### src/design/prdp_pkg.sv
// Package for the printer row dither and pack block.
// Holds shared constants, register indexes and the controller/datapath command types.
// No dependencies.
package prdp_pkg;

  // Configuration register indexes.
  localparam logic [2:0] CFG_THRESHOLD   = 3'd0;
  localparam logic [2:0] CFG_DENSITY     = 3'd1;
  localparam logic [2:0] CFG_PASS_STRIDE = 3'd2;
  localparam logic [2:0] CFG_DROW0       = 3'd3;
  localparam logic [2:0] CFG_DROW1       = 3'd4;
  localparam logic [2:0] CFG_DROW2       = 3'd5;
  localparam logic [2:0] CFG_DROW3       = 3'd6;

  // Vertical density codes.
  localparam logic [1:0] DENS_SINGLE = 2'd0;
  localparam logic [1:0] DENS_144    = 2'd1;
  localparam logic [1:0] DENS_216    = 2'd2;

  localparam int unsigned CFG_DATA_W = 32;
  localparam int unsigned REP_W      = 7;
  localparam logic [REP_W-1:0] MAX_REPEAT = 7'd64;

  // Division by three of a 16-bit row: (row * 43691) >> 17 is exact.
  localparam logic [15:0] DIV3_MUL   = 16'd43691;
  localparam int unsigned DIV3_SHIFT = 17;

  localparam logic [3:0] THR_FLIP  = 4'd15;
  localparam logic [7:0] MASK_TOP  = 8'h80;

  // Commands from the controller to the datapath.
  typedef struct packed {
    logic capture;  // latch the input item
    logic div;      // compute the dither row number
    logic row;      // latch the row start, mask and dither select
    logic emit;     // load one result into the output register
  } cmd_t;

  // Status from the datapath to the controller.
  typedef struct packed {
    logic slot_free;  // output register is empty or being taken
    logic last_beat;  // the next result is the last of the item
  } status_t;

endpackage

### src/design/prdp_if.sv
// Channel interfaces for the printer row dither and pack block.
// Input pixel channel and result channel; no dependencies.
interface prdp_in_if;
  logic        valid;
  logic        ready;
  logic        start_row;
  logic [15:0] row;
  logic [11:0] x_start;
  logic [7:0]  black;
  logic [6:0]  repeat_req;

  modport source (output valid, start_row, row, x_start, black, repeat_req, input ready);
  modport sink   (input valid, start_row, row, x_start, black, repeat_req, output ready);
endinterface

interface prdp_out_if;
  logic        valid;
  logic        ready;
  logic [15:0] byte_index;
  logic [7:0]  bit_mask;
  logic        mark;
  logic        last;

  modport source (output valid, byte_index, bit_mask, mark, last, input ready);
  modport sink   (input valid, byte_index, bit_mask, mark, last, output ready);
endinterface

### src/design/prdp_ctrl.sv
// Controller state machine of the printer row dither and pack block.
// Depends on prdp_pkg for the command and status types.
module prdp_ctrl (
  input  logic              clk,
  input  logic              rst_n,
  input  logic              in_valid,
  input  logic              in_start_row,
  output logic              in_ready,
  input  prdp_pkg::status_t sts,
  output prdp_pkg::cmd_t    cmd
);

  localparam logic [1:0] ST_IDLE = 2'd0;
  localparam logic [1:0] ST_DIV  = 2'd1;
  localparam logic [1:0] ST_ROW  = 2'd2;
  localparam logic [1:0] ST_EMIT = 2'd3;

  logic [1:0] state_r;
  logic [1:0] state_nxt;
  logic       accept;

  assign in_ready = (state_r == ST_IDLE);
  assign accept   = in_valid && in_ready;

  // Commands follow the current state.
  always_comb begin
    cmd.capture = accept;
    cmd.div     = (state_r == ST_DIV);
    cmd.row     = (state_r == ST_ROW);
    cmd.emit    = (state_r == ST_EMIT) && sts.slot_free;
  end

  // Next state: a row start goes through the two row latch steps first.
  always_comb begin
    state_nxt = state_r;
    unique case (state_r)
      ST_IDLE: begin
        if (accept) begin
          state_nxt = in_start_row ? ST_DIV : ST_EMIT;
        end
      end
      ST_DIV:  state_nxt = ST_ROW;
      ST_ROW:  state_nxt = ST_EMIT;
      ST_EMIT: begin
        if (sts.slot_free && sts.last_beat) begin
          state_nxt = ST_IDLE;
        end
      end
      default: state_nxt = ST_IDLE;
    endcase
  end

  always_ff @(posedge clk) begin
    if (!rst_n) begin
      state_r <= ST_IDLE;
    end else begin
      state_r <= state_nxt;
    end
  end

endmodule

### src/design/prdp_dp.sv
// Datapath of the printer row dither and pack block: configuration registers,
// row state, repeat counter and output register. Depends on prdp_pkg.
module prdp_dp (
  input  logic                            clk,
  input  logic                            rst_n,
  input  logic                            cfg_we,
  input  logic [2:0]                      cfg_index,
  input  logic [prdp_pkg::CFG_DATA_W-1:0] cfg_wdata,
  input  logic [15:0]                     in_row,
  input  logic [11:0]                     in_x_start,
  input  logic [7:0]                      in_black,
  input  logic [6:0]                      in_repeat_req,
  input  prdp_pkg::cmd_t                  cmd,
  output prdp_pkg::status_t               sts,
  input  logic                            out_ready,
  output logic                            out_valid,
  output logic [15:0]                     out_byte_index,
  output logic [7:0]                      out_bit_mask,
  output logic                            out_mark,
  output logic                            out_last
);

  // Configuration registers.
  logic [3:0]  thr_r;
  logic [1:0]  dens_r;
  logic [15:0] stride_r;
  logic [31:0] drow_r [4];

  // Captured item and row state.
  logic [15:0] row_q_r;
  logic [11:0] xs_q_r;
  logic [7:0]  black_r;
  logic [prdp_pkg::REP_W-1:0] cnt_r;
  logic [15:0] y_r;
  logic [15:0] dest_r;
  logic [1:0]  col_r;
  logic [7:0]  mask_r;
  logic [1:0]  sel_r;

  // Output register.
  logic        out_valid_r;
  logic [15:0] out_idx_r;
  logic [7:0]  out_mask_r;
  logic        out_mark_r;
  logic        out_last_r;

  logic [prdp_pkg::REP_W-1:0] rep_clamped;
  logic [31:0] div3_prod;
  logic [15:0] y_nxt;
  logic [15:0] three_q;
  logic [15:0] rem3;
  logic [1:0]  pass_sel;
  logic [15:0] offset;
  logic [31:0] drow_sel;
  logic [7:0]  dvalue;
  logic        mark_nxt;

  // Configuration writes.
  always_ff @(posedge clk) begin
    if (!rst_n) begin
      thr_r     <= '0;
      dens_r    <= prdp_pkg::DENS_SINGLE;
      stride_r  <= '0;
      drow_r[0] <= '0;
      drow_r[1] <= '0;
      drow_r[2] <= '0;
      drow_r[3] <= '0;
    end else if (cfg_we) begin
      unique case (cfg_index)
        prdp_pkg::CFG_THRESHOLD:   thr_r     <= cfg_wdata[3:0];
        prdp_pkg::CFG_DENSITY:     dens_r    <= cfg_wdata[1:0];
        prdp_pkg::CFG_PASS_STRIDE: stride_r  <= cfg_wdata[15:0];
        prdp_pkg::CFG_DROW0:       drow_r[0] <= cfg_wdata;
        prdp_pkg::CFG_DROW1:       drow_r[1] <= cfg_wdata;
        prdp_pkg::CFG_DROW2:       drow_r[2] <= cfg_wdata;
        prdp_pkg::CFG_DROW3:       drow_r[3] <= cfg_wdata;
        default: ;
      endcase
    end
  end

  // Repeat count: zero counts as one, large values saturate.
  always_comb begin
    if (in_repeat_req == '0) begin
      rep_clamped = prdp_pkg::REP_W'(1);
    end else if (in_repeat_req > prdp_pkg::MAX_REPEAT) begin
      rep_clamped = prdp_pkg::MAX_REPEAT;
    end else begin
      rep_clamped = in_repeat_req;
    end
  end

  // Step one of the row latch: the dither row number y.
  assign div3_prod = row_q_r * prdp_pkg::DIV3_MUL;
  always_comb begin
    case (dens_r)
      prdp_pkg::DENS_216: y_nxt = 16'(div3_prod >> prdp_pkg::DIV3_SHIFT);
      prdp_pkg::DENS_144: y_nxt = {1'b0, row_q_r[15:1]};
      default:            y_nxt = row_q_r;
    endcase
  end

  // Step two: the pass number and its byte offset.
  assign three_q = 16'(y_r * 16'd3);
  assign rem3    = row_q_r - three_q;
  always_comb begin
    case (dens_r)
      prdp_pkg::DENS_216: pass_sel = rem3[1:0];
      prdp_pkg::DENS_144: pass_sel = {1'b0, row_q_r[0]};
      default:            pass_sel = 2'd0;
    endcase
    case (pass_sel)
      2'd1:    offset = stride_r;
      2'd2:    offset = {stride_r[14:0], 1'b0};
      default: offset = '0;
    endcase
  end

  // Comparison value: fixed threshold or the ordered dither entry.
  assign drow_sel = drow_r[sel_r];
  always_comb begin
    if (thr_r != '0) begin
      dvalue = {4'd0, thr_r ^ prdp_pkg::THR_FLIP};
    end else begin
      dvalue = drow_sel[{col_r, 3'b000} +: 8];
    end
    mark_nxt = (black_r > dvalue);
  end

  // Captured item, row state and repeat counter.
  always_ff @(posedge clk) begin
    if (!rst_n) begin
      dest_r <= '0;
      col_r  <= '0;
      mask_r <= prdp_pkg::MASK_TOP;
      sel_r  <= '0;
      cnt_r  <= '0;
    end else begin
      if (cmd.capture) begin
        cnt_r <= rep_clamped;
      end else if (cmd.emit) begin
        cnt_r <= cnt_r - prdp_pkg::REP_W'(1);
      end
      if (cmd.row) begin
        dest_r <= {4'd0, xs_q_r} + offset;
        col_r  <= xs_q_r[1:0];
        mask_r <= prdp_pkg::MASK_TOP >> y_r[2:0];
        sel_r  <= y_r[1:0];
      end else if (cmd.emit) begin
        dest_r <= dest_r + 16'd1;
        col_r  <= col_r + 2'd1;
      end
    end
  end

  always_ff @(posedge clk) begin
    if (cmd.capture) begin
      row_q_r <= in_row;
      xs_q_r  <= in_x_start;
      black_r <= in_black;
    end
    if (cmd.div) begin
      y_r <= y_nxt;
    end
  end

  // Output register: loaded on emit, emptied by a transfer.
  always_ff @(posedge clk) begin
    if (!rst_n) begin
      out_valid_r <= 1'b0;
    end else if (cmd.emit) begin
      out_valid_r <= 1'b1;
    end else if (out_ready) begin
      out_valid_r <= 1'b0;
    end
  end

  always_ff @(posedge clk) begin
    if (cmd.emit) begin
      out_idx_r  <= dest_r;
      out_mask_r <= mask_r;
      out_mark_r <= mark_nxt;
      out_last_r <= sts.last_beat;
    end
  end

  always_comb begin
    sts.slot_free = !out_valid_r || out_ready;
    sts.last_beat = (cnt_r == prdp_pkg::REP_W'(1));
  end

  assign out_valid      = out_valid_r;
  assign out_byte_index = out_idx_r;
  assign out_bit_mask   = out_mask_r;
  assign out_mark       = out_mark_r;
  assign out_last       = out_last_r;

endmodule

### src/design/printer_row_dither_pack.sv
// Top level of the printer row dither and pack block.
// Depends on prdp_pkg, prdp_if, prdp_ctrl and prdp_dp.
//
//  Channel  | Direction | Carries
//  in_bus   | sink      | start_row, row, x_start, black, repeat_req
//  out_bus  | source    | byte_index, bit_mask, mark, last
//  cfg_*    | write     | cfg_we, cfg_index, cfg_wdata (32 bits)
//
// An item without a row start is captured first, then its results go into the
// output register one per cycle while the output is not stalled. A row start
// adds the two row latch steps (divide by three, then offset and mask).
// rst_n is synchronous, active low; resets config, row state, counter, out_valid.
// A stalled output holds the result and pauses the counter; the next item is
// taken while the last result still waits.
module printer_row_dither_pack (
  input  logic                            clk,
  input  logic                            rst_n,
  prdp_in_if.sink                         in_bus,
  prdp_out_if.source                      out_bus,
  input  logic                            cfg_we,
  input  logic [2:0]                      cfg_index,
  input  logic [prdp_pkg::CFG_DATA_W-1:0] cfg_wdata
);

  prdp_pkg::cmd_t    cmd;
  prdp_pkg::status_t sts;

  prdp_ctrl u_ctrl (
    .clk          (clk),
    .rst_n        (rst_n),
    .in_valid     (in_bus.valid),
    .in_start_row (in_bus.start_row),
    .in_ready     (in_bus.ready),
    .sts          (sts),
    .cmd          (cmd)
  );

  prdp_dp u_dp (
    .clk            (clk),
    .rst_n          (rst_n),
    .cfg_we         (cfg_we),
    .cfg_index      (cfg_index),
    .cfg_wdata      (cfg_wdata),
    .in_row         (in_bus.row),
    .in_x_start     (in_bus.x_start),
    .in_black       (in_bus.black),
    .in_repeat_req  (in_bus.repeat_req),
    .cmd            (cmd),
    .sts            (sts),
    .out_ready      (out_bus.ready),
    .out_valid      (out_bus.valid),
    .out_byte_index (out_bus.byte_index),
    .out_bit_mask   (out_bus.bit_mask),
    .out_mark       (out_bus.mark),
    .out_last       (out_bus.last)
  );

endmodule
### src/flat_wrapper.sv
// flat-port wrapper written by rule: the top's interface ports become plain ports
module printer_row_dither_pack_flat 
  (clk, rst_n, cfg_we, cfg_index, cfg_wdata, in_bus_valid, in_bus_start_row, in_bus_row, in_bus_x_start, in_bus_black, in_bus_repeat_req, in_bus_ready, out_bus_valid, out_bus_byte_index, out_bus_bit_mask, out_bus_mark, out_bus_last, out_bus_ready);
  prdp_in_if in_bus_i ();
  prdp_out_if out_bus_i ();
  input  logic clk;
  input  logic rst_n;
  input  logic cfg_we;
  input  logic [2:0] cfg_index;
  input  logic [prdp_pkg::CFG_DATA_W-1:0] cfg_wdata;
  input wire logic [$bits(in_bus_i.valid)-1:0] in_bus_valid;
  input wire logic [$bits(in_bus_i.start_row)-1:0] in_bus_start_row;
  input wire logic [$bits(in_bus_i.row)-1:0] in_bus_row;
  input wire logic [$bits(in_bus_i.x_start)-1:0] in_bus_x_start;
  input wire logic [$bits(in_bus_i.black)-1:0] in_bus_black;
  input wire logic [$bits(in_bus_i.repeat_req)-1:0] in_bus_repeat_req;
  output wire logic [$bits(in_bus_i.ready)-1:0] in_bus_ready;
  output wire logic [$bits(out_bus_i.valid)-1:0] out_bus_valid;
  output wire logic [$bits(out_bus_i.byte_index)-1:0] out_bus_byte_index;
  output wire logic [$bits(out_bus_i.bit_mask)-1:0] out_bus_bit_mask;
  output wire logic [$bits(out_bus_i.mark)-1:0] out_bus_mark;
  output wire logic [$bits(out_bus_i.last)-1:0] out_bus_last;
  input wire logic [$bits(out_bus_i.ready)-1:0] out_bus_ready;
  assign in_bus_i.valid = in_bus_valid;
  assign in_bus_i.start_row = in_bus_start_row;
  assign in_bus_i.row = in_bus_row;
  assign in_bus_i.x_start = in_bus_x_start;
  assign in_bus_i.black = in_bus_black;
  assign in_bus_i.repeat_req = in_bus_repeat_req;
  assign in_bus_ready = in_bus_i.ready;
  assign out_bus_valid = out_bus_i.valid;
  assign out_bus_byte_index = out_bus_i.byte_index;
  assign out_bus_bit_mask = out_bus_i.bit_mask;
  assign out_bus_mark = out_bus_i.mark;
  assign out_bus_last = out_bus_i.last;
  assign out_bus_i.ready = out_bus_ready;
  printer_row_dither_pack u_core (.clk(clk), .rst_n(rst_n), .in_bus(in_bus_i), .out_bus(out_bus_i), .cfg_we(cfg_we), .cfg_index(cfg_index), .cfg_wdata(cfg_wdata));
endmodule
### config.mk
export PLATFORM = sky130hd
export DESIGN_NAME = printer_row_dither_pack_flat
export DESIGN_NICKNAME = d
export VERILOG_FILES = /design/src/design/prdp_pkg.sv /design/src/design/prdp_if.sv /design/src/design/prdp_ctrl.sv /design/src/design/prdp_dp.sv /design/src/design/printer_row_dither_pack.sv /design/src/flat_wrapper.sv
export SDC_FILE = /design/constraint.sdc
export NUM_CORES = 1
export LEC_CHECK = 0
export ABC_AREA = 1
export ABC_CLOCK_PERIOD_IN_PS = 8400
export BUFFER_PORTS_ARGS = -buffer_cell sky130_fd_sc_hd__buf_2
export CORE_ASPECT_RATIO = 0.6
export CORE_MARGIN = 2
export CORE_UTILIZATION = 30
export DETAILED_ROUTE_END_ITERATION = 12
export REMOVE_ABC_BUFFERS = 1
export SKIP_LAST_GASP = 1
export SLEW_MARGIN = 20
export SYNTH_ARGS = -nofsm -noshare
export SYNTH_HDL_FRONTEND = slang
export SYNTH_SLANG_ARGS = --single-unit
export TNS_END_PERCENT = 5
### constraint.sdc
create_clock -name clk -period 8.4 [get_ports clk]
set_input_delay 0.84 -clock clk [delete_from_list [all_inputs] [get_ports clk]]
set_output_delay 0.84 -clock clk [all_outputs]
set_load 0.1 [all_outputs]
Yosys cells after proc, flatten, opt, wreduce, memory -nomap -nowiden
Memories as Yosys holds them, arrays and structs flattened. A register that Yosys moved wholly into a read port is not among the register bits. Index checks and enable logic that the tools add are counted.

$add $sub $neg: 5. $mul: 2. $lt $le $gt $ge: 2. Equality and inequality tests: 16. Shifts and indexed selects: 2. Multiplexer cells: 41. Bitwise gates (word level): 5. Reductions and logical operators: 16.

Operators by type and width (number): $mux 32 (4); $pmux 16 s2 (2); $mul 16x16->32 const B (1); $mux 16 (2); $shiftx 32x6->8 (1); $mux 7 (4); $mux 1 (19); $add 12x16->16 (1); $add 16x1->16 const B (1); $mul 16x2->2 const B (1); $mux 2 (7); $eq 3x3->1 const B (3); $eq 2x2->1 const B (4); $gt 8x8->1 (1); $mux 8 (1); $pmux 2 s4 (1); $reduce_and 2->1 (4); $shr 8x3->8 const A (1); $eq 7x1->1 const B (1); $gt 7x7->1 const B (1); $logic_not 7->1 (1); $sub 7x1->7 const B (1); $eq 2x1->1 const B (3); $eq 3x2->1 const B (2); other kinds (14) (22).

Register bits after elaboration: 138. Bits in writable memories: 128. Input bits: 84. Output and inout bits: 28. Word-level logic and storage cells: 108. Memories kept: 1.

Memory list: u_core.u_dp.drow_r (words 4, bits a word 32, rd ports 1, clocked after memory_dff 1, write ports 4, RTL line prdp_dp.sv:27) `logic [31:0] drow_r [4];`.

Depth between registers and ports, before layout
Depth after elaboration: 7. Gate-level depth with buffers: 26. Depth with buffers taken out: 26.

Modules after synthesis
A second synthesis with hierarchy kept.

Cells, all modules: 1619. Area, all modules: 15023.2 µm².

Modules (own cells, without submodules): prdp_dp (instances 1, cells each 1590, area each 14833.0 µm², seq. area each 6996.7 µm²); prdp_ctrl (instances 1, cells each 29, area each 190.2 µm², seq. area each 40.0 µm²).

Worst setup path before layout
No wires, ideal clock.

Path type: reg2reg. Start point: register u_core.u_dp.row_q_r[1]. End point: register u_core.u_dp.y_r[1] (data pin). Setup time: 0.258 ns. Arrival time: 4.553 ns. Data required time: 8.142 ns. Slack: 3.589 ns. Stages on the path, launching flop included: 21. Path buffers: 0. Clock period less this slack: 4.811 ns. Cell sequence: edfxtp_1 > ha_1 > xor2_1 > ha_1 > or2_2 > fa_1 > fa_1 > fa_1 > inv_1 > fa_1 > inv_1 > ha_1 > inv_1 > nor2_1 > nand3_1 > nor2_1 > nand2_1 > nand2_1 > nand2_1 > nand3_1 > a21oi_1.

Longest elaborated chain between the ends: 2.

RTL lines: start: declaration (RTL line prdp_dp.sv:30) `logic [15:0] row_q_r;`; start signal: assignment (RTL line prdp_dp.sv:158) `row_q_r <= in_row;`; $mul 16x16->32 (RTL line prdp_dp.sv:94) `assign div3_prod = row_q_r * prdp_pkg::DIV3_MUL;`; $pmux 16 s2 (*) (RTL line prdp_dp.sv:96) `case (dens_r)`; via u_core.u_dp.y_nxt[1] (RTL line prdp_dp.sv:49) `logic [15:0] y_nxt;`; end signal: assignment (RTL line prdp_dp.sv:163) `y_r <= y_nxt;`; end: declaration (RTL line prdp_dp.sv:34) `logic [15:0] y_r;`.

Mark *: on every way through the listed nets, which the timed path passes. The rest lies on a longest branch. A chain may end at the register's enable or synchronous reset.

Worst setup path in the final report
Same ends and word-level chain as after synthesis.

==> flow_summary.toml <==
[global_routing]
overflow = 0
grt_max_degree = 66
antenna_found_initial = 0
grt_pass1_wl_um = 62800
gr-usage-all-layers_pct = 15.5
grt_pass1_vias = 11200

[synthesis]
synth_edf_count = 193
yosysSeqAreaShare_pct = 46.9
syn_area_um2 = 15000
ys.flop_type = "edfxtp_1"
synth.avg_cell_area_um2 = 9.33
syn_inst = 1608
ys_types = 54
synth_most_common_cell = "nor2_1"
netlist_top_cells_count = "nor2_1, inv_1, edfxtp_1, nand2_1, o21ai_0"
ys_async_sr_fraction_pct = 0
synth_area_leader_cell = "edfxtp_1"
synth_area_leaders = "edfxtp_1, ha_1, dfxtp_1"
yosys.area.top_type_share_pct = 38.6
ys_warn_count = 0
ys_ff_latch = 255

[sta]
setup_viol = 0
finalCritPeriodShare_pct = 62.3
timing.hold.ws_ns = 0.435
finalCriticalPeriod_ns = 5.24
slew_violations = 0
slew_headroom_pct = 26.1
tns_ns = 0
fmax_ghz = 0.191
tightest_slew_ns = 1.11
skew_ns = 0.0204
rsz0062_at_grt = "no"
hold_viol = 0

[cells_and_area]
fin_area_um2 = 17100
ff_latch_area_um2 = 7040
syn_to_final_growth_pct = 14.0
n_antenna_cell = 0
fin_nets = 1961
fillers = 5054
multiInputGateArea_um2 = 6800
drive_gt1_share_pct = 11.5

[critical_path]
crit_type = "register to register"
required_ns = 8.70
crit_path_frequent_cell = "fa_1"
cpPeakStageDelay_ns = 0.60
cp_cell_sequence = "ha_1, xor2_1, ha_1, or2_2, fa_1, fa_1, fa_1, inv_1, fa_1, inv_1, ha_1, inv_1, nor2_1, nand3_1, nor2_1, nand2_1, nand2_1, nand2_1, nand3_1, a21oi_1"
rr_endpoint = "u_core.u_dp.y_r[1]"
crit_buf_inv = 3
slowest_stage = "edfxtp_1"
critPathMaxFanout = 12
r2r_start = "u_core.u_dp.row_q_r[1]"
critPathTopFamily = "adder cells"
critPathCaptureType = "register"
arrival_ns = 5.54
rrSetupSlack_ns = 3.16
rr_worst_depth = 20
worstSetupStartpointType = "register"

[placement]
dp_hpwl_um = 27900
placed_cell_area_um2 = 16300
port_buffers = 111
gp_congestion = 0.880

[detailed_routing]
drtAntennaViolNets = 0
wl_per_cell_um = 16.8
via_count = 11300
drt_iter0_drc = 725
vias_per_cell = 4.76
wirelength_um = 40000
drt_pre_antenna_iters = 7
drc = 0

[outcome]
status = "completed"

[clocking]
cts_tree = "yes"
cts_buffers = 27
cts.reportedPaths.clkPinSlew_ns = 0.06
cts_sinks = 255
post_cts_resize_count = 0
cts-root-buf = "clkbuf_16"
h-tree-depth = 1
clock_latency_ns = 0.57
cts_max_path_buffers = 3
cts_setup_buffers = 0
hold_buffers = 0

[worst_hold_path]
whs_path_depth = 0
hp-start = "u_core.u_dp.mask_r[3]"
hold_end = "u_core.u_dp.out_bit_mask[3]"
holdCritPathClass = "register to register"

[die]
dieArea_um2 = 51900
row_count = 63
dieWidth_um = 293
core_um2 = 49400
die_h_um = 177
start_util_pct = 30.4
design.portCount = 112

[run]
drv_cap = 0
layout make-up:
class / instances / area share, %
clock buffer: 31 / 4.04
clock inverter: 19 / 0.849
sequential: 255 / 41.1
inverter: 262 / 5.76
multi-input combinational: 1037 / 39.7
tap: 650 / 4.75
timing repair buffer: 122 / 3.73
cells by family after synthesis:
family / after synthesis / synth area share, %
AND/OR/NAND/NOR: 528 / 14.5
AO/OA/AOI/OAI: 315 / 12.1
buffers and inverters: 316 / 8.14
adder cells (fa/ha/maj): 172 / 17.0
flip-flops: 255 / 46.9
XOR/XNOR: 22 / 1.28
cell usage in the layout, fill, tap and decap left out, types with 20 or more instances in the layout:
cell type    n
fa_1        54
a21oi_1     96
nor2_1     255
nand2_1    183
o21ai_0    128
dfxtp_1     61
clkbuf_16   27
buf_2      111
inv_1      250
xor2_1      20
edfxtp_1   193
o221ai_1    29
ha_1       118
nand3_1     58
worst reg2reg max path, delay by kind of cell (launching register included):
kind	cells	cell delay, ns
adder cells (fa/ha/maj)	7	3.08
flip-flops	1	0.60
AO/OA/AOI/OAI	1	0.08
AND/OR/NAND/NOR	8	0.85
XOR/XNOR	1	0.18
buffers and inverters	3	0.17
registers in the layout, indices dropped and copies added, names as in the netlist, 3 cells and up, named ones only:
| signal | flops |
|---|---|
| u_core.u_dp.mask_r | 8 |
| u_core.u_dp.thr_r | 4 |
| u_core.u_dp.xs_q_r | 12 |
| u_core.u_dp.out_byte_index | 16 |
| u_core.u_dp.black_r | 8 |
| u_core.u_dp.dest_r | 16 |
| u_core.u_dp.stride_r | 16 |
| u_core.u_dp.out_bit_mask | 8 |
| u_core.u_dp.y_r | 3 |
| u_core.u_dp.row_q_r | 16 |
| u_core.u_dp.cnt_r | 7 |
| u_core.u_dp.drow_r | 128 |
how the worst max path moves through the flow:
stage | slack, ns | end | start | depth (start not counted)
2_1_floorplan | 3.59 | u_core.u_dp.y_r[1] | u_core.u_dp.row_q_r[1] | 20
3_3_place_gp | 3.25 | u_core.u_dp.y_r[1] | u_core.u_dp.row_q_r[1] | 20
3_5_place_dp | 3.19 | u_core.u_dp.y_r[1] | u_core.u_dp.row_q_r[1] | 20
4_1_cts | 3.17 | u_core.u_dp.y_r[1] | u_core.u_dp.row_q_r[1] | 20
5_1_grt | 2.88 | u_core.u_dp.y_r[1] | u_core.u_dp.row_q_r[1] | 20
6_report | 3.16 | u_core.u_dp.y_r[1] | u_core.u_dp.row_q_r[1] | 20
metal layers:
metal  track usage [%]  vias to the layer above  share of wire, %
met1              22.9                     5444                50
met5                 0                        -                 0
met4              2.95                        0               1.6
met2              24.0                      260                44
li1                  -                     5561                 -
met3              2.25                       51               4.5
through the flow:
step / utilization (%) / setup WS, ns / std cells
5_1_grt: 34.6 / 2.88 / 2376
3_3_place_gp: 32.9 / 3.25 / 2326
2_1_floorplan: - / 3.59 / 1554
3_5_place_dp: 32.9 / 3.19 / 2326
4_1_cts: 34.6 / 3.17 / 2376
6_report: 34.6 / 3.16 / 2376
Power is left out: the tool's default activity adds up to more than one toggle a clock period on the data nets, which glitch-free logic cannot reach.
